`src/hw/rtl/pss_ram.sv`:
```
// pss_ram: generic simple dual-port ram (one write port, one read port) with registered read
// no dependencies
`timescale 1ns / 1ps
module pss_ram #(
   parameter int unsigned WIDTH = 32,
   parameter int unsigned DEPTH = 16
) (
   input  logic                     clock,
   input  logic                     wr_en,
   input  logic [$clog2(DEPTH)-1:0] wr_addr,
   input  logic [WIDTH-1:0]         wr_data,
   input  logic [$clog2(DEPTH)-1:0] rd_addr,
   output logic [WIDTH-1:0]         rd_data
);
   logic [WIDTH-1:0] mem_ff [DEPTH];
   always_ff @(posedge clock) begin
      if (wr_en) begin
         mem_ff[wr_addr] <= wr_data;
      end
      rd_data <= mem_ff[rd_addr];
   end
endmodule

```
`config.mk`:
```
export PLATFORM = sky130hd
export DESIGN_NAME = pss_ram
export DESIGN_NICKNAME = d
export VERILOG_FILES = /design/src/hw/rtl/pss_ram.sv
export SDC_FILE = /design/constraint.sdc
export NUM_CORES = 1
export LEC_CHECK = 0
export BUFFER_PORTS_ARGS = -buffer_cell sky130_fd_sc_hd__buf_2
export CORE_AREA = 5 5 235 237
export DETAILED_ROUTE_END_ITERATION = 6
export DIE_AREA = 0 0 240 242
export HOLD_SLACK_MARGIN = 0.03
export SLEW_MARGIN = 10
export SYNTH_ARGS = -nofsm -noshare
export SYNTH_HDL_FRONTEND = slang
export SYNTH_SLANG_ARGS = --single-unit
export TNS_END_PERCENT = 5
```
`constraint.sdc`:
```
create_clock -name clock -period 13.1 [get_ports clock]
set_input_delay 3.93 -clock clock [delete_from_list [all_inputs] [get_ports clock]]
set_output_delay 3.93 -clock clock [all_outputs]
set_load 0.1 [all_outputs]
```
# --- After elaboration in Yosys (flattened, before gate mapping) ---
# Memories as Yosys holds them, arrays and structs flattened. A register that Yosys moved wholly into a read port is not among the register bits.
# Index checks and enable logic that the tools add are counted.
op_classes:
  mux: 2
op_table:
  columns: ["cell", "count"]
  rows:
  - ["$mux 1", 2]
totals:
  inputBits: 42
  regBits: 0
  ramBits: 512
  mem_count: 1
  output_inout_bits: 32
  word_cells: 3
mem_list:
  columns: ["memory", "depth", "width", "read_ports", "rd_ports_with_merged_regs", "write_ports", "line_no", "rtl"]
  rows:
  - ["mem_ff", 16, 32, 1, 1, 1, "15", "logic [WIDTH-1:0] mem_ff [DEPTH];"]

# --- Depth between registers and ports, before layout ---
depth:
  word_depth: 2
  mapped_depth: 5
  ltp_nobuf: 3

# --- Worst setup path after synthesis ---
# Ideal clock, no wire load.
synth_timing:
  path_type: "input to register"
  startpoint: "in wr_addr[2]"
  endpoint: "mem mem_ff[0][0] (enable)"
  path_stages: 2
  n_path_buf: 0
  path_slack_ps: 5990
  setup_time_ps: 461
  arrival_ps: 6648
  path_cell_list: "or3b_2 nor3_1"
synth_rtl:
  columns: ["element", "line_no", "rtl"]
  rows:
  - ["start: declaration", "10", "input logic [$clog2(DEPTH)-1:0] wr_addr,"]
  - ["end: declaration", "15", null]
# Straight into the memory's write port.

==> flow_metrics.py <==
metrics = {
    "worst_setup_path": {
        "critical_path.slowest_cell": "buf_4",
        "cp-end-kind": "register",
        "path_common_cell": "buf_4",
        "worst-setup-path-type": "in2reg",
        "required_ns": 13.58,
        "critPathMaxFanout": 67,
        "crit_arrival_ns": 6.51,
        "critPathLaunchType": "input pin",
        "path_cells": "buf_4 -> buf_4 -> buf_4 -> mux4_2 -> a22oi_1 -> nand2_1",
        "path_buf_inv": 3,
        "path_delay_family": "buffers and inverters",
        "max_stage_delay_ns": 0.87,
    },
    "sta": {
        "max_freq_mhz": 166,
        "whs_ns": 0.656,
        "setup_viol": 0,
        "slew_headroom": 0.254,
        "grt_setup_unrepaired": "false",
        "period_needed_ns": 6.03,
        "tightest_slew_ns": 1.11,
        "hold_viol_final": 0,
        "fin_ws_ns": 7.07,
        "slew_violations": 0,
        "timing.setup.tns_ns": 0,
        "finalCritPeriodShare": 0.460,
        "skew_ns": 0.0225,
    },
    "cts": {
        "root_buffer": "clkbuf_16",
        "cts_hold_buf": 0,
        "clock_path_buffers": 3,
        "cts_made_buffers": 56,
        "cts_setup_buffers": 0,
        "cts-resized-gates": 0,
        "cts_tree": "yes",
        "clkSlewWorstSetupHoldPaths_ns": 0.06,
        "cts-htree-levels": 2,
        "clock_sinks": 544,
        "clk_latency_ns": 0.61,
    },
    "final_layout": {
        "stdcell_count": 1697,
        "drive_above_1_share": 0.322,
        "areaGrowthSynthToFinish_pct": 15.6,
        "finish.utilization": 0.433,
        "fillers": 4493,
        "finalInstanceArea_sq_um": 23000,
        "layout_commonest_cell": "edfxtp_1",
        "final_cell_mix": "edfxtp_1 (512), mux4_2 (128), buf_2 (71)",
        "finalNetCount": 993,
    },
    "logic_synthesis": {
        "syn_area_sq_um": 19900,
        "synth-seq-cells": 544,
        "yosys-top-cells-area": "edfxtp_1 (77%), mux4_2 (15%), dfxtp_1 (3.2%)",
        "synth_top_area_cell": "edfxtp_1",
        "synth_top_area_frac": 0.774,
        "yosysSeqAreaShare": 0.807,
        "synth_cells": 838,
        "avgSynthCellArea_sq_um": 23.7,
        "synth.distinct_cells": 18,
        "yosysWarnings": 0,
        "mappedNetlistNets": 880,
    },
    "power_and_ir_drop": {
        "ir_worst_vdd_uv": 122,
        "p_int_mw": 2.87,
        "clockPowerShare": 0.405,
        "p_per_area_nw_per_um2": 162,
        "leakagePower_nw": 7.31,
        "combPwrFrac": 0.067,
        "total_power_mw": 3.71,
        "p_switching_mw": 0.843,
        "seq_power_share": 0.527,
        "switching_share": 0.227,
    },
    "die": {
        "rows": 85,
        "design.die.area_sq_um": 58100,
        "start_util": 0.374,
        "die_height_um": 242,
        "pin_count": 74,
        "die_width_um": 240,
        "core_area_sq_um": 53100,
    },
    "drt": {
        "antenna_left": 0,
        "routed_wirelength_mm": 43.9,
        "via_per_inst": 5.31,
        "dr_total_vias": 9007,
        "drt-initial-drc-count": 887,
        "drcViolationCount": 0,
        "post_drt_wl_per_cell_um": 25.9,
        "first_pass_iters": 5,
    },
    "worst_hold_path": {
        "hp-class": "reg2reg",
    },
    "global_routing": {
        "grt_start_max_net_pins": 68,
        "track_usage": 0.151,
        "antenna_found_initial": 4,
        "grt_overflow_total": 0,
        "first_global_vias": 9356,
        "grt_pass1_wl_mm": 64.6,
    },
    "placement": {
        "routabilityCongestion": 0.709,
        "pre_cts_slack_ns": 6.39,
        "hpwl_mm": 22.6,
        "port-buffer-count": 73,
        "dp.cells": 1589,
        "place_area_sq_um": 21200,
    },
    "run_status": {
        "status": "complete, no violations",
    },
    "job": {
        "drv_cap": 0,
    },
}
## layout make-up
type / count / area (sq um) / share of cell area
well taps: 696 / 871 / 0.0379
multi-input cells: 251 / 3750 / 0.163
clock buffers: 85 / 1580 / 0.0688
flip-flops and latches: 544 / 16000 / 0.698
diodes: 2 / 5.00 / 0.000218
repair buffers: 98 / 564 / 0.0246
clock inverters: 21 / 169 / 0.00736
## synthesized netlist by cell type (all sizes together)
cell and count:
nand3b 2, nor2 13, nor3 4, nand2b 2, and2 1, a22oi 64
clkbuf 17, dfxtp 32, nor2b 2, or3b 1, nand3 1, mux4 128
buf 26, nand2 33, edfxtp 512
## kinds of logic after synthesis
kind of cell           Yosys count  share of synthesized area
flip-flops                     544                      0.807
multiplexers                   128                      0.145
AO/OA/AOI/OAI                   64                     0.0242
AND/OR/NAND/NOR                 59                     0.0127
buffers and inverters           43                     0.0112
## power groups by stage
stage / Clock (mW) / Combinational, mW / Sequential (mW)
floorplan: 0 / 0.0934 / 2.08
global placement: 0 / 0.251 / 1.99
detailed placement: 0 / 0.254 / 2.00
CTS: 1.54 / 0.254 / 1.96
global route: 1.62 / 0.266 / 1.96
finish: 1.50 / 0.249 / 1.96
## path summary, 6_finish.rpt
kind	depth (start not counted)	startpoint	slack, ns	end
max	6	rd_addr[1]	7.07	rd_data[24]$_DFF_P_
min	3	mem_ff[14][6]$_DFFE_PP_	0.66	rd_data[6]$_DFF_P_
max reg2reg	3	mem_ff[11][22]$_DFFE_PP_	11.79	rd_data[22]$_DFF_P_
min reg2reg	3	mem_ff[14][6]$_DFFE_PP_	0.66	rd_data[6]$_DFF_P_
## metal layers
layer  share of wire  routed length (um)  vias to the layer above  track usage
li1                -                   -                     3816            -
met5         0.00075                  33                        -            0
met2            0.48               21000                      269        0.233
met4           0.016                 712                        4       0.0377
met1            0.44               19400                     4868        0.223
met3           0.064                2800                       50       0.0315
## worst reg2reg max path: stages (launching register included)
cell      delay (ns)
edfxtp_1        0.38
mux4_2          0.48
a22oi_1         0.22
nand2_1         0.11
## state kept, by name (all words and copies together) (netlist names)
name and count:
rd_data 32, mem_ff 512
Power figures use the tool's default switching activity.
